--- src/hw/rtl/tpd_pkg.sv ---
// ----------------------------------------------------------------------------
// Tilt posture detector package
// Field widths, reset values, register indexes and shared types.
// ----------------------------------------------------------------------------
`timescale 1ns / 1ps
`default_nettype none

package tpd_pkg;

  localparam int Z_W            = 16;
  localparam int ONE_G_W        = 15;
  localparam int LEVEL_W        = 16;
  localparam int WINDOW_LEN_DEF = 20;

  localparam int IN_TDATA_W  = 16;
  localparam int OUT_TDATA_W = 24;
  localparam int CFG_IDX_W   = 2;
  localparam int CFG_DATA_W  = 16;

  localparam logic [ONE_G_W-1:0]        ONE_G_RST = 15'd17694;
  localparam logic signed [LEVEL_W-1:0] ENTER_RST = 16'sd12512;
  localparam logic signed [LEVEL_W-1:0] LEAVE_RST = 16'sd15323;

  typedef enum logic [CFG_IDX_W-1:0] {
    REG_ONE_G = 2'd0,
    REG_ENTER = 2'd1,
    REG_LEAVE = 2'd2
  } cfg_reg_t;

  typedef struct packed {
    logic [ONE_G_W-1:0]        one_g;
    logic signed [LEVEL_W-1:0] enter_lvl;
    logic signed [LEVEL_W-1:0] leave_lvl;
  } tpd_cfg_t;

  typedef struct packed {
    logic                  vld;
    logic signed [Z_W-1:0] mean;
  } mean_stage_t;

endpackage

`default_nettype wire

--- src/hw/rtl/tpd_window.sv ---
// ----------------------------------------------------------------------------
// Sample window
// Shift line of the last samples and the running sum of the line.
// ----------------------------------------------------------------------------
`timescale 1ns / 1ps
`default_nettype none

module tpd_window
  import tpd_pkg::*;
#(
  parameter int  WindowLen = WINDOW_LEN_DEF,
  localparam int SumW      = Z_W + $clog2(WindowLen)
) (
  input  wire logic                   clk,
  input  wire logic                   rst_n,
  input  wire logic                   in_valid,
  input  wire logic                   load_en,
  input  wire logic signed [Z_W-1:0]  z_sample,
  output logic                        sum_vld,
  output logic signed [SumW-1:0]      win_sum
);

  logic signed [Z_W-1:0]  tap_r [WindowLen];
  logic signed [SumW-1:0] sum_r;
  logic signed [SumW-1:0] sum_nxt;
  logic                   vld_r;
  logic                   accept;

  assign accept = in_valid & load_en;

  // The oldest sample leaves the window as the new one enters.
  assign sum_nxt = sum_r + SumW'(z_sample) - SumW'(tap_r[WindowLen-1]);

  always_ff @(posedge clk) begin
    if (!rst_n) begin
      for (int i = 0; i < WindowLen; i++) begin
        tap_r[i] <= '0;
      end
      sum_r <= '0;
      vld_r <= 1'b0;
    end else begin
      if (load_en) begin
        vld_r <= in_valid;
      end
      if (accept) begin
        tap_r[0] <= z_sample;
        for (int i = 1; i < WindowLen; i++) begin
          tap_r[i] <= tap_r[i-1];
        end
        sum_r <= sum_nxt;
      end
    end
  end

  assign sum_vld = vld_r;
  assign win_sum = sum_r;

endmodule

`default_nettype wire

--- src/hw/rtl/tpd_mean.sv ---
// ----------------------------------------------------------------------------
// Window mean
// Floor mean of the window sum by reciprocal multiply, clamped to one g.
// ----------------------------------------------------------------------------
`timescale 1ns / 1ps
`default_nettype none

module tpd_mean
  import tpd_pkg::*;
#(
  parameter int  WindowLen = WINDOW_LEN_DEF,
  localparam int SumW      = Z_W + $clog2(WindowLen)
) (
  input  wire logic                   clk,
  input  wire logic                   rst_n,
  input  wire logic                   load_en,
  input  wire logic                   src_vld,
  input  wire logic signed [SumW-1:0] win_sum,
  input  wire logic [ONE_G_W-1:0]     one_g,
  output mean_stage_t                 stage
);

  localparam int LenLog = $clog2(WindowLen);
  localparam int Shift  = SumW + LenLog;
  localparam int RecipW = SumW + 1;
  localparam int ProdW  = SumW + RecipW;

  // Biasing by half the sample range times the length makes the sum
  // nonnegative, so an unsigned exact reciprocal gives the floor quotient.
  localparam logic [SumW-1:0]   Bias  = SumW'(longint'(WindowLen) << (Z_W - 1));
  localparam logic [RecipW-1:0] Recip = RecipW'(((64'd1 << Shift) / WindowLen) + 1);

  logic [SumW-1:0]        sum_biased;
  logic [ProdW-1:0]       prod;
  logic [Z_W-1:0]         quo;
  logic signed [Z_W-1:0]  mean_raw;
  logic signed [Z_W-1:0]  ceil_val;
  logic signed [Z_W-1:0]  mean_clamped;
  mean_stage_t            stage_r;

  assign sum_biased = $unsigned(win_sum) + Bias;
  assign prod       = ProdW'(sum_biased) * ProdW'(Recip);
  assign quo        = prod[Shift +: Z_W];

  // Removing the bias flips the top bit of the 16-bit quotient.
  assign mean_raw     = $signed({~quo[Z_W-1], quo[Z_W-2:0]});
  assign ceil_val     = $signed({1'b0, one_g});
  assign mean_clamped = (mean_raw > ceil_val) ? ceil_val : mean_raw;

  always_ff @(posedge clk) begin
    if (!rst_n) begin
      stage_r.vld <= 1'b0;
    end else if (load_en) begin
      stage_r.vld  <= src_vld;
      stage_r.mean <= mean_clamped;
    end
  end

  assign stage = stage_r;

endmodule

`default_nettype wire

--- src/hw/rtl/tpd_hyst.sv ---
// ----------------------------------------------------------------------------
// Posture hysteresis
// Two-level posture switch on the mean and the result register.
// ----------------------------------------------------------------------------
`timescale 1ns / 1ps
`default_nettype none

module tpd_hyst
  import tpd_pkg::*;
(
  input  wire logic                  clk,
  input  wire logic                  rst_n,
  input  wire logic                  load_en,
  input  wire mean_stage_t           src,
  input  wire tpd_cfg_t              cfg,
  output logic                       out_vld,
  output logic signed [Z_W-1:0]      filtered_z,
  output logic                       upright,
  output logic                       led_drive
);

  logic                  posture_r;
  logic                  posture_nxt;
  logic                  out_vld_r;
  logic signed [Z_W-1:0] fz_r;
  logic                  upright_r;
  logic                  led_r;
  logic signed [Z_W:0]   mean_ext;
  logic signed [Z_W:0]   neg_one_g;
  logic                  in_range;

  assign mean_ext  = $signed({src.mean[Z_W-1], src.mean});
  assign neg_one_g = -$signed({2'b00, cfg.one_g});
  // Below minus one g the tilt angle is undefined and the posture holds.
  assign in_range  = (mean_ext >= neg_one_g);

  always_comb begin
    posture_nxt = posture_r;
    if (in_range) begin
      if (!posture_r) begin
        if (src.mean < cfg.enter_lvl) begin
          posture_nxt = 1'b1;
        end
      end else begin
        if (src.mean > cfg.leave_lvl) begin
          posture_nxt = 1'b0;
        end
      end
    end
  end

  always_ff @(posedge clk) begin
    if (!rst_n) begin
      out_vld_r <= 1'b0;
      posture_r <= 1'b0;
    end else if (load_en) begin
      out_vld_r <= src.vld;
      if (src.vld) begin
        posture_r <= posture_nxt;
      end
    end
  end

  always_ff @(posedge clk) begin
    if (load_en && src.vld) begin
      fz_r      <= src.mean;
      upright_r <= posture_nxt;
      led_r     <= posture_r;
    end
  end

  assign out_vld    = out_vld_r;
  assign filtered_z = fz_r;
  assign upright    = upright_r;
  assign led_drive  = led_r;

endmodule

`default_nettype wire

--- src/hw/rtl/tilt_posture_detector_top.sv ---
// ----------------------------------------------------------------------------
// Tilt posture detector
// Moving average of a z-axis accelerometer stream with a hysteresis switch.
// ----------------------------------------------------------------------------
//
//   Channel | Direction | Width | Contents (lowest bit first)
//   in_     | slave     | 16    | z_sample[15:0]
//   out_    | master    | 24    | filtered_z[15:0], upright, led_drive, zero pad
//   cfg_    | write     | 16    | index 0 one_g_count, 1 enter, 2 leave
//
// The block takes one word per clock cycle while in_tready is high, and gives
// one result word for each input word after it has passed three register
// stages: the window sum, the reciprocal multiply that forms the mean, and
// the posture register.
// Reset is synchronous and active low; it clears the window, the sum,
// the posture and the configuration registers to their defaults.
// Each stage moves when the stage after it is empty or moving, so a stalled
// output still lets empty stages fill before in_tready drops.
//
`timescale 1ns / 1ps
`default_nettype none

module tilt_posture_detector_top
  import tpd_pkg::*;
#(
  parameter int WindowLen = WINDOW_LEN_DEF
) (
  input  wire logic                   clk,
  input  wire logic                   rst_n,
  // Input stream.
  input  wire logic                   in_tvalid,
  output logic                        in_tready,
  input  wire logic [IN_TDATA_W-1:0]  in_tdata,   // z_sample[15:0]
  // Result stream.
  output logic                        out_tvalid,
  input  wire logic                   out_tready,
  output logic [OUT_TDATA_W-1:0]      out_tdata,  // filtered_z[15:0], upright[16],
                                                  // led_drive[17], zeros[23:18]
  // Configuration write port.
  input  wire logic                   cfg_we,
  input  wire logic [CFG_IDX_W-1:0]   cfg_index,
  input  wire logic [CFG_DATA_W-1:0]  cfg_wdata
);

  localparam int SumW = Z_W + $clog2(WindowLen);

  tpd_cfg_t               cfg_r;
  logic                   en_win;
  logic                   en_mean;
  logic                   en_out;
  logic                   sum_vld;
  logic signed [SumW-1:0] win_sum;
  mean_stage_t            mean_stage;
  logic                   out_vld;
  logic signed [Z_W-1:0]  filtered_z;
  logic                   upright;
  logic                   led_drive;

  // Configuration registers. Writes to unused indexes are dropped.
  always_ff @(posedge clk) begin
    if (!rst_n) begin
      cfg_r.one_g     <= ONE_G_RST;
      cfg_r.enter_lvl <= ENTER_RST;
      cfg_r.leave_lvl <= LEAVE_RST;
    end else if (cfg_we) begin
      case (cfg_index)
        REG_ONE_G: cfg_r.one_g     <= cfg_wdata[ONE_G_W-1:0];
        REG_ENTER: cfg_r.enter_lvl <= $signed(cfg_wdata[LEVEL_W-1:0]);
        REG_LEAVE: cfg_r.leave_lvl <= $signed(cfg_wdata[LEVEL_W-1:0]);
        default: begin
        end
      endcase
    end
  end

  // Stage enables: a stage loads when it is empty or its contents move on.
  assign en_out  = ~out_vld | out_tready;
  assign en_mean = ~mean_stage.vld | en_out;
  assign en_win  = ~sum_vld | en_mean;

  assign in_tready = en_win;

  tpd_window #(
    .WindowLen (WindowLen)
  ) u_window (
    .clk      (clk),
    .rst_n    (rst_n),
    .in_valid (in_tvalid),
    .load_en  (en_win),
    .z_sample ($signed(in_tdata[Z_W-1:0])),
    .sum_vld  (sum_vld),
    .win_sum  (win_sum)
  );

  tpd_mean #(
    .WindowLen (WindowLen)
  ) u_mean (
    .clk     (clk),
    .rst_n   (rst_n),
    .load_en (en_mean),
    .src_vld (sum_vld),
    .win_sum (win_sum),
    .one_g   (cfg_r.one_g),
    .stage   (mean_stage)
  );

  tpd_hyst u_hyst (
    .clk        (clk),
    .rst_n      (rst_n),
    .load_en    (en_out),
    .src        (mean_stage),
    .cfg        (cfg_r),
    .out_vld    (out_vld),
    .filtered_z (filtered_z),
    .upright    (upright),
    .led_drive  (led_drive)
  );

  assign out_tvalid = out_vld;
  assign out_tdata  = {{(OUT_TDATA_W - Z_W - 2){1'b0}}, led_drive, upright,
                       filtered_z};

endmodule

`default_nettype wire

--- config.mk ---
export PLATFORM = sky130hd
export DESIGN_NAME = tilt_posture_detector_top
export DESIGN_NICKNAME = d
export VERILOG_FILES = /design/src/hw/rtl/tpd_pkg.sv /design/src/hw/rtl/tpd_window.sv /design/src/hw/rtl/tpd_mean.sv /design/src/hw/rtl/tpd_hyst.sv /design/src/hw/rtl/tilt_posture_detector_top.sv
export SDC_FILE = /design/constraint.sdc
export NUM_CORES = 1
export LEC_CHECK = 0
export BUFFER_PORTS_ARGS = -buffer_cell sky130_fd_sc_hd__buf_2
export CAP_MARGIN = 5
export CORE_MARGIN = 2
export CORE_UTILIZATION = 36
export CTS_BUF_LIST = sky130_fd_sc_hd__clkbuf_4
export DETAILED_ROUTE_END_ITERATION = 6
export GPL_ROUTABILITY_DRIVEN = 0
export PLACE_DENSITY = 0.6
export SLEW_MARGIN = 20
export SYNTH_ARGS = -nofsm -noshare
export SYNTH_HDL_FRONTEND = slang
export SYNTH_SLANG_ARGS = --single-unit
--- constraint.sdc ---
create_clock -name clk -period 23.7 [get_ports clk]
set_input_delay 1.185 -clock clk [delete_from_list [all_inputs] [get_ports clk]]
set_output_delay 1.185 -clock clk [all_outputs]
set_load 0.03 [all_outputs]
# ---- Word-level counts from Yosys, hierarchy flattened
# Memory sizes are Yosys's and may differ from the RTL's.
# Cells that the tools add are included.
dict set report op_classes {
  n_reduce_logical 7
  magnitude_cmp 4
  muxes 29
  n_mul 1
  addsub 4
  eq_ne 2
  bitwise 28
}
# cell n
set ops {}
lappend ops {{$mux 16} 20}
lappend ops {{$mul 21x20->40 const B} 1}
lappend ops {{$gt 16x16->1} 2}
lappend ops {{$or 1x1->1} 23}
lappend ops {{$add 21x16->21} 1}
lappend ops {{$add 21x20->21 const B} 1}
lappend ops {{$sub 21x16->21} 1}
lappend ops {{$ge 16x17->1} 1}
lappend ops {{$neg 15->17} 1}
lappend ops {{$lt 16x16->1} 1}
lappend ops {{$mux 15} 1}
lappend ops {{$reduce_and 2->1} 5}
lappend ops {{$mux 1} 8}
lappend ops {{$not 1->1} 4}
lappend ops {{$eq 2x1->1 const B} 1}
lappend ops {{$eq 2x2->1 const B} 1}
lappend ops {{$logic_not 2->1} 1}
lappend ops {{$and 1x1->1} 1}
lappend ops {{$logic_and 1x1->1} 1}
dict set report word_totals {
  in_bits 39
  register_bits 106
  out_inout_bits 26
  mem_bits_rw 320
  n_memories 1
}
# memory words width rd rd_clocked_by_memory_dff wr line
set mem_list {}
lappend mem_list {u_window.tap_r 20 16 20 0 20 tpd_window.sv:23} ;# logic signed [Z_W-1:0] tap_r [WindowLen];

# ---- Logic depth before layout (Yosys ltp)
dict set report logic_depth {
  ltp_word 9
  depth_mapped 33
  ltp_nobuf 32
}

# ---- Modules after synthesis
# A second synthesis with hierarchy kept.
dict set report hier_totals {
  cells_unflattened 2249
  area_unflattened_um2 26913.3
}
# module area_each_um2 cells_per_inst n_inst seq_area_each_um2
set by_module_without_submodules {}
lappend by_module_without_submodules {tpd_window 14293.7 992 1 10049.6}
lappend by_module_without_submodules {tpd_mean 8468.1 827 1 500.5}
lappend by_module_without_submodules {tpd_hyst 2102.0 224 1 580.6}
lappend by_module_without_submodules {tilt_posture_detector_top 2049.5 206 1 940.9}

# ---- Worst setup path after synthesis
# OpenSTA, ideal clock, no wires.
dict set report synth_timing {
  path_type {in2reg}
  start {in out_tready}
  end {reg u_window.sum_r[18], in the netlist u_window.win_sum[18]}
  slack_ns 11.499
  arrival_ns 11.647
  path_buffers 2
  path_stages 8
  path_cell_list {nor2b_1 nand3_1 nand2_1 and2_1 inv_1 clkbuf_1 clkbuf_1 o32ai_1}
}
dict set report synth_between {
  elab_chain_len 4
}
# item line
set synth_lines {}
lappend synth_lines {{start: declaration} tilt_posture_detector_top.sv:36} ;# input wire logic out_tready,
lappend synth_lines {{$or 1x1->1} tilt_posture_detector_top.sv:77} ;# assign en_out = ~out_vld | out_tready;
lappend synth_lines {{$or 1x1->1} tilt_posture_detector_top.sv:78} ;# assign en_mean = ~mean_stage.vld | en_out;
lappend synth_lines {{$or 1x1->1} tilt_posture_detector_top.sv:79} ;# assign en_win = ~sum_vld | en_mean;
lappend synth_lines {{via in_tready} tilt_posture_detector_top.sv:32} ;# output logic in_tready,
lappend synth_lines {{$and 1x1->1} tpd_window.sv:29} ;# assign accept = in_valid & load_en;
lappend synth_lines {{end signal: assignment} tpd_window.sv:50} ;# sum_r <= sum_nxt;
lappend synth_lines {{end: declaration} tpd_window.sv:24} ;# logic signed [SumW-1:0] sum_r;
# The timed path passes the listed nets, and every way through them passes these cells.
# A chain may end at the register's enable or synchronous reset.

# ---- Worst setup path in the final report
dict set report layout_timing {
  start {reg u_window.sum_r[17], in the netlist u_window.win_sum[17]}
  end {reg u_mean.stage_r, in the netlist u_mean.stage[3], data pin}
}
dict set report layout_between {
  elab_chain_len 5
}
# item line
set layout_lines {}
lappend layout_lines {{$add 21x20->21 (*)} tpd_mean.sv:41} ;# assign sum_biased = $unsigned(win_sum) + Bias;
lappend layout_lines {{$mul 21x20->40 (*)} tpd_mean.sv:42} ;# assign prod = ProdW'(sum_biased) * ProdW'(Recip);
lappend layout_lines {{$not 1->1} tpd_mean.sv:46} ;# assign mean_raw = $signed({~quo[Z_W-1], quo[Z_W-2:0]});
lappend layout_lines {{$gt 16x16->1} tpd_mean.sv:48} ;# assign mean_clamped = (mean_raw > ceil_val) ? ceil_val : mean_raw;
lappend layout_lines {{$mux 15 (*)} tpd_mean.sv:48}
lappend layout_lines {{via u_mean.mean_clamped[3]} tpd_mean.sv:38} ;# logic signed [Z_W-1:0] mean_clamped;
lappend layout_lines {{end: declaration} tpd_mean.sv:39} ;# mean_stage_t stage_r;
# Mark *: on every way through the listed nets, which the timed path passes. The rest lies on a longest branch.

==> impl_summary.log <==
[metrics] layout overhead on the synthesized area: 10.6%
[metrics] post-synthesis instance total: 2202
[metrics] Worst path max stage delay: 0.82 ns
[metrics] Max clock buf depth: 3
[metrics] Post-DRT Antenna Nets: 0
[metrics] insertion delay of the later-clocked pin in the worst-skew pair: 0.89 ns
[metrics] leading cell types in the layout, fill and taps excluded: edfxtp_1 (354), inv_1 (329), and2_1 (317)
[metrics] I/O pin cnt: 65
[metrics] # DRC: 0
[metrics] crit path time final: 9.31 ns
[metrics] via count of the first global-routing pass: 16911
[metrics] total count of hold-check failures in the final report: 0
[metrics] post-CTS repair timing setup buffer count: 0
[metrics] total CTS buffers: 113
[metrics] number of distinct library cell variants in the gate-level netlist after synthesis: 67
[metrics] # resized after CTS: 0
[metrics] Synth Register Bits: 426
[metrics] wire length of the first global-routing pass: 87400 um
[metrics] count of standard-cell rows: 98
[metrics] net count reported at finish: 2806
[metrics] WHS Endpoint: cfg_r[17]
[metrics] buffer type at the clock tree root: clkbuf_4
[metrics] detailed route wirelength on metal2: 24700 um
[metrics] Die Footprint: 0.0749 mm2
[metrics] register-to-register setup slack: 14.39 ns
[metrics] r2r endpoint: u_mean.stage[3]
[metrics] drt first pass iters: 7
[metrics] Buffers on Ports: 58
[metrics] pin slew with the least headroom to its limit: 0.996 ns
[metrics] top layer reached by signal wires: met4
[metrics] RR Startpoint: u_window.win_sum[17]
[metrics] clock transition time at the flip-flop clock pins of the worst setup and hold paths: 0.06 ns
[metrics] drt initial violations: 1009
[metrics] relative slew slack: 0.335
[metrics] depth of the worst hold-timing path: 2
[metrics] overall global routing resource usage: 0.145
[metrics] slowest cell on the critical path: nor3b_4
[metrics] max-slew violation count: 0
[metrics] Peak Freq: 107 MHz
[metrics] Fin Clk Skew: 0.0925 ns
[metrics] nature of the critical path startpoint: register
[metrics] summed negative setup slack over all endpoints: 0 ns
[metrics] commonest non-fill, non-tap cell in the layout: edfxtp_1
[metrics] most used flip-flop cell after synthesis: edfxtp_1
[metrics] Avg Vias per Cell: 4.74
[metrics] Sinks on Clock Net: 426
[metrics] worst-path fanout max: 15
[metrics] overall die height: 274 um
[metrics] deepest level of the CTS H-tree: 3
[metrics] share of synthesized flip-flops with an asynchronous set or reset: 0
[metrics] Final setup viols: 0
[metrics] layout cell share with drive strength beyond 1: 0.117
[metrics] endpoint kind of the worst setup timing path: register
[metrics] syn_area_per_cell: 11.9 um2
[metrics] number of max-cap violations: 0
[metrics] outcome: finished clean
[metrics] startpoint of the tightest hold check path: cfg_r[17]
[metrics] R2R depth: 31
[metrics] WP data arrival: 9.89 ns
[metrics] core area: 0.0717 mm2
[metrics] met3 WL post-DR: 2110 um
[metrics] Starting Density: 0.365
[metrics] synthesized area: 0.0262 mm2
[metrics] kind of critical path: reg2reg
[metrics] cts hold-fix bufs: 0
[metrics] total of warnings raised by yosys: 0
[metrics] chip width: 274 um
[metrics] worst endpoint required time: 24.28 ns
[metrics] vias after detailed routing: 15923
[metrics] unrepaired setup endpoints after global routing: no
[metrics] remaining global-route overflow: 0
[metrics] drt wl/cell: 15.9 um
[metrics] M1 wire length: 25100 um
[metrics] routed wire length: 53300 um
[metrics] DP Wirelength: 38100 um
[metrics] TritonCTS clock tree: yes
[metrics] maximum number of pins on one net before global-route repair: 144
[metrics] antenna violations before repair: 1
[metrics] share of synthesized area occupied by flip-flops and latches: 0.461
[metrics] Tightest Hold Check Type: reg2reg
[metrics] final clock period utilization by the worst path: 0.393
[metrics] number of synthesized flops with an enable pin: 354
worst max-delay path: cells and delay by family, from the launching register on:
kind	cells	cell delay (ns)
compound gates	7	1.27
xor+xnor	2	0.58
fa+ha+maj	9	3.85
buf+inv	5	0.38
flops	1	0.46
mux	1	0.42
simple gates	7	2.06
stage by stage:
| step | util | cells | area (um2) | hold slack (ns) | setup slack [ns] |
|---|---|---|---|---|---|
| 2_1_floorplan | - | 2207 | 26200 | 0.426 | 11.50 |
| 5_1_grt | 0.404 | 3359 | 29000 | 0.488 | 13.56 |
| 3_3_place_gp | 0.383 | 3157 | 27500 | 0.458 | 14.64 |
| 6_report | 0.404 | 3359 | 29000 | 0.467 | 14.39 |
| 3_5_place_dp | 0.383 | 3157 | 27500 | 0.461 | 14.42 |
| 4_1_cts | 0.404 | 3358 | 28900 | 0.461 | 14.37 |
area by class of cell:
class | count | area, um2
sequential | 426 | 12100
fill | 6865 | 42800
inverter | 330 | 1250
multi-input combinational | 1384 | 12600
clock inverter | 27 | 174
tap | 950 | 1190
clock buffer | 174 | 1310
antenna | 1 | 2.50
timing repair buffer | 67 | 369
how the worst max path moves through the flow:
stage / from / end / slack, ns / depth (start not counted)
after detailed placement: u_window.win_sum[17] / u_mean.stage[1] / 14.42 / 31
after CTS: u_window.win_sum[17] / u_mean.stage[3] / 14.37 / 31
after global placement: u_window.win_sum[17] / u_mean.stage[2] / 14.64 / 31
final: u_window.win_sum[17] / u_mean.stage[3] / 14.39 / 31
after global routing: u_window.win_sum[17] / u_mean.stage[3] / 13.56 / 31
after floorplan: out_tready / u_window.win_sum[18] / 11.50 / 8
Yosys cell counts, drive strengths merged, types with 3 or more instances:
| cell | instances | area share |
|---|---|---|
| o21ai | 39 | 0.0076 |
| a2111oi | 3 | 0.0010 |
| nor2b | 11 | 0.0026 |
| o21bai | 5 | 0.0014 |
| a311oi | 3 | 0.0012 |
| nor3 | 15 | 0.0029 |
| inv | 330 | 0.047 |
| clkbuf | 57 | 0.0082 |
| dfxtp | 72 | 0.055 |
| nand2b | 5 | 0.0012 |
| xor2 | 35 | 0.012 |
| and3 | 4 | 0.00096 |
| mux2 | 14 | 0.0073 |
| a221oi | 3 | 0.0010 |
| nor4 | 8 | 0.0019 |
| nor2 | 59 | 0.0086 |
| fa | 156 | 0.12 |
| nand3 | 18 | 0.0034 |
| a22oi | 3 | 0.00086 |
| a21o | 39 | 0.011 |
| buf | 10 | 0.0032 |
| a211oi | 7 | 0.0020 |
| nand4 | 21 | 0.0053 |
| or2 | 5 | 0.0012 |
| a21boi | 29 | 0.0083 |
| edfxtp | 354 | 0.41 |
| o211ai | 32 | 0.0092 |
| a22o | 3 | 0.0010 |
| a21oi | 51 | 0.0098 |
| o21a | 8 | 0.0023 |
| or3 | 3 | 0.00072 |
| nand2 | 111 | 0.016 |
| and2 | 317 | 0.076 |
| nand3b | 4 | 0.0011 |
| xnor2 | 35 | 0.012 |
| ha | 289 | 0.14 |
| o22ai | 14 | 0.0033 |
routing by layer:
| metal | up-vias | global-route usage |
|---|---|---|
| li1 | 7741 | - |
| met1 | 7781 | 0.197 |
| met2 | 308 | 0.231 |
| met3 | 93 | 0.0265 |
| met4 | 0 | 0.0581 |
| met5 | - | 0 |
registers in the layout, indices dropped and copies added (netlist names):
register	cells
u_window.sum_vld	1
cfg_r	47
u_mean.stage	17
u_hyst.upright	1
u_hyst.posture_r	1
u_window.win_sum	21
u_window.tap_r	320
u_hyst.filtered_z	16
u_hyst.led_drive	1
u_hyst.out_vld	1
kinds of logic (layout without fill, tap and decap cells):
family | Yosys count | in the layout | share of synthesized area
flip-flops | 426 | 426 | 0.461
adder cells (fa/ha/maj) | 445 | 445 | 0.257
AO/OA/AOI/OAI | 256 | 256 | 0.0659
buffers and inverters | 397 | 598 | 0.0587
other | 1 | 7 | 0.000143
multiplexers | 16 | 16 | 0.00808
XOR/XNOR | 70 | 70 | 0.0234
AND/OR/NAND/NOR | 591 | 591 | 0.125
Power is not shown: default switching activity piles up to over one toggle a cycle in this logic, so the estimate is an artifact.
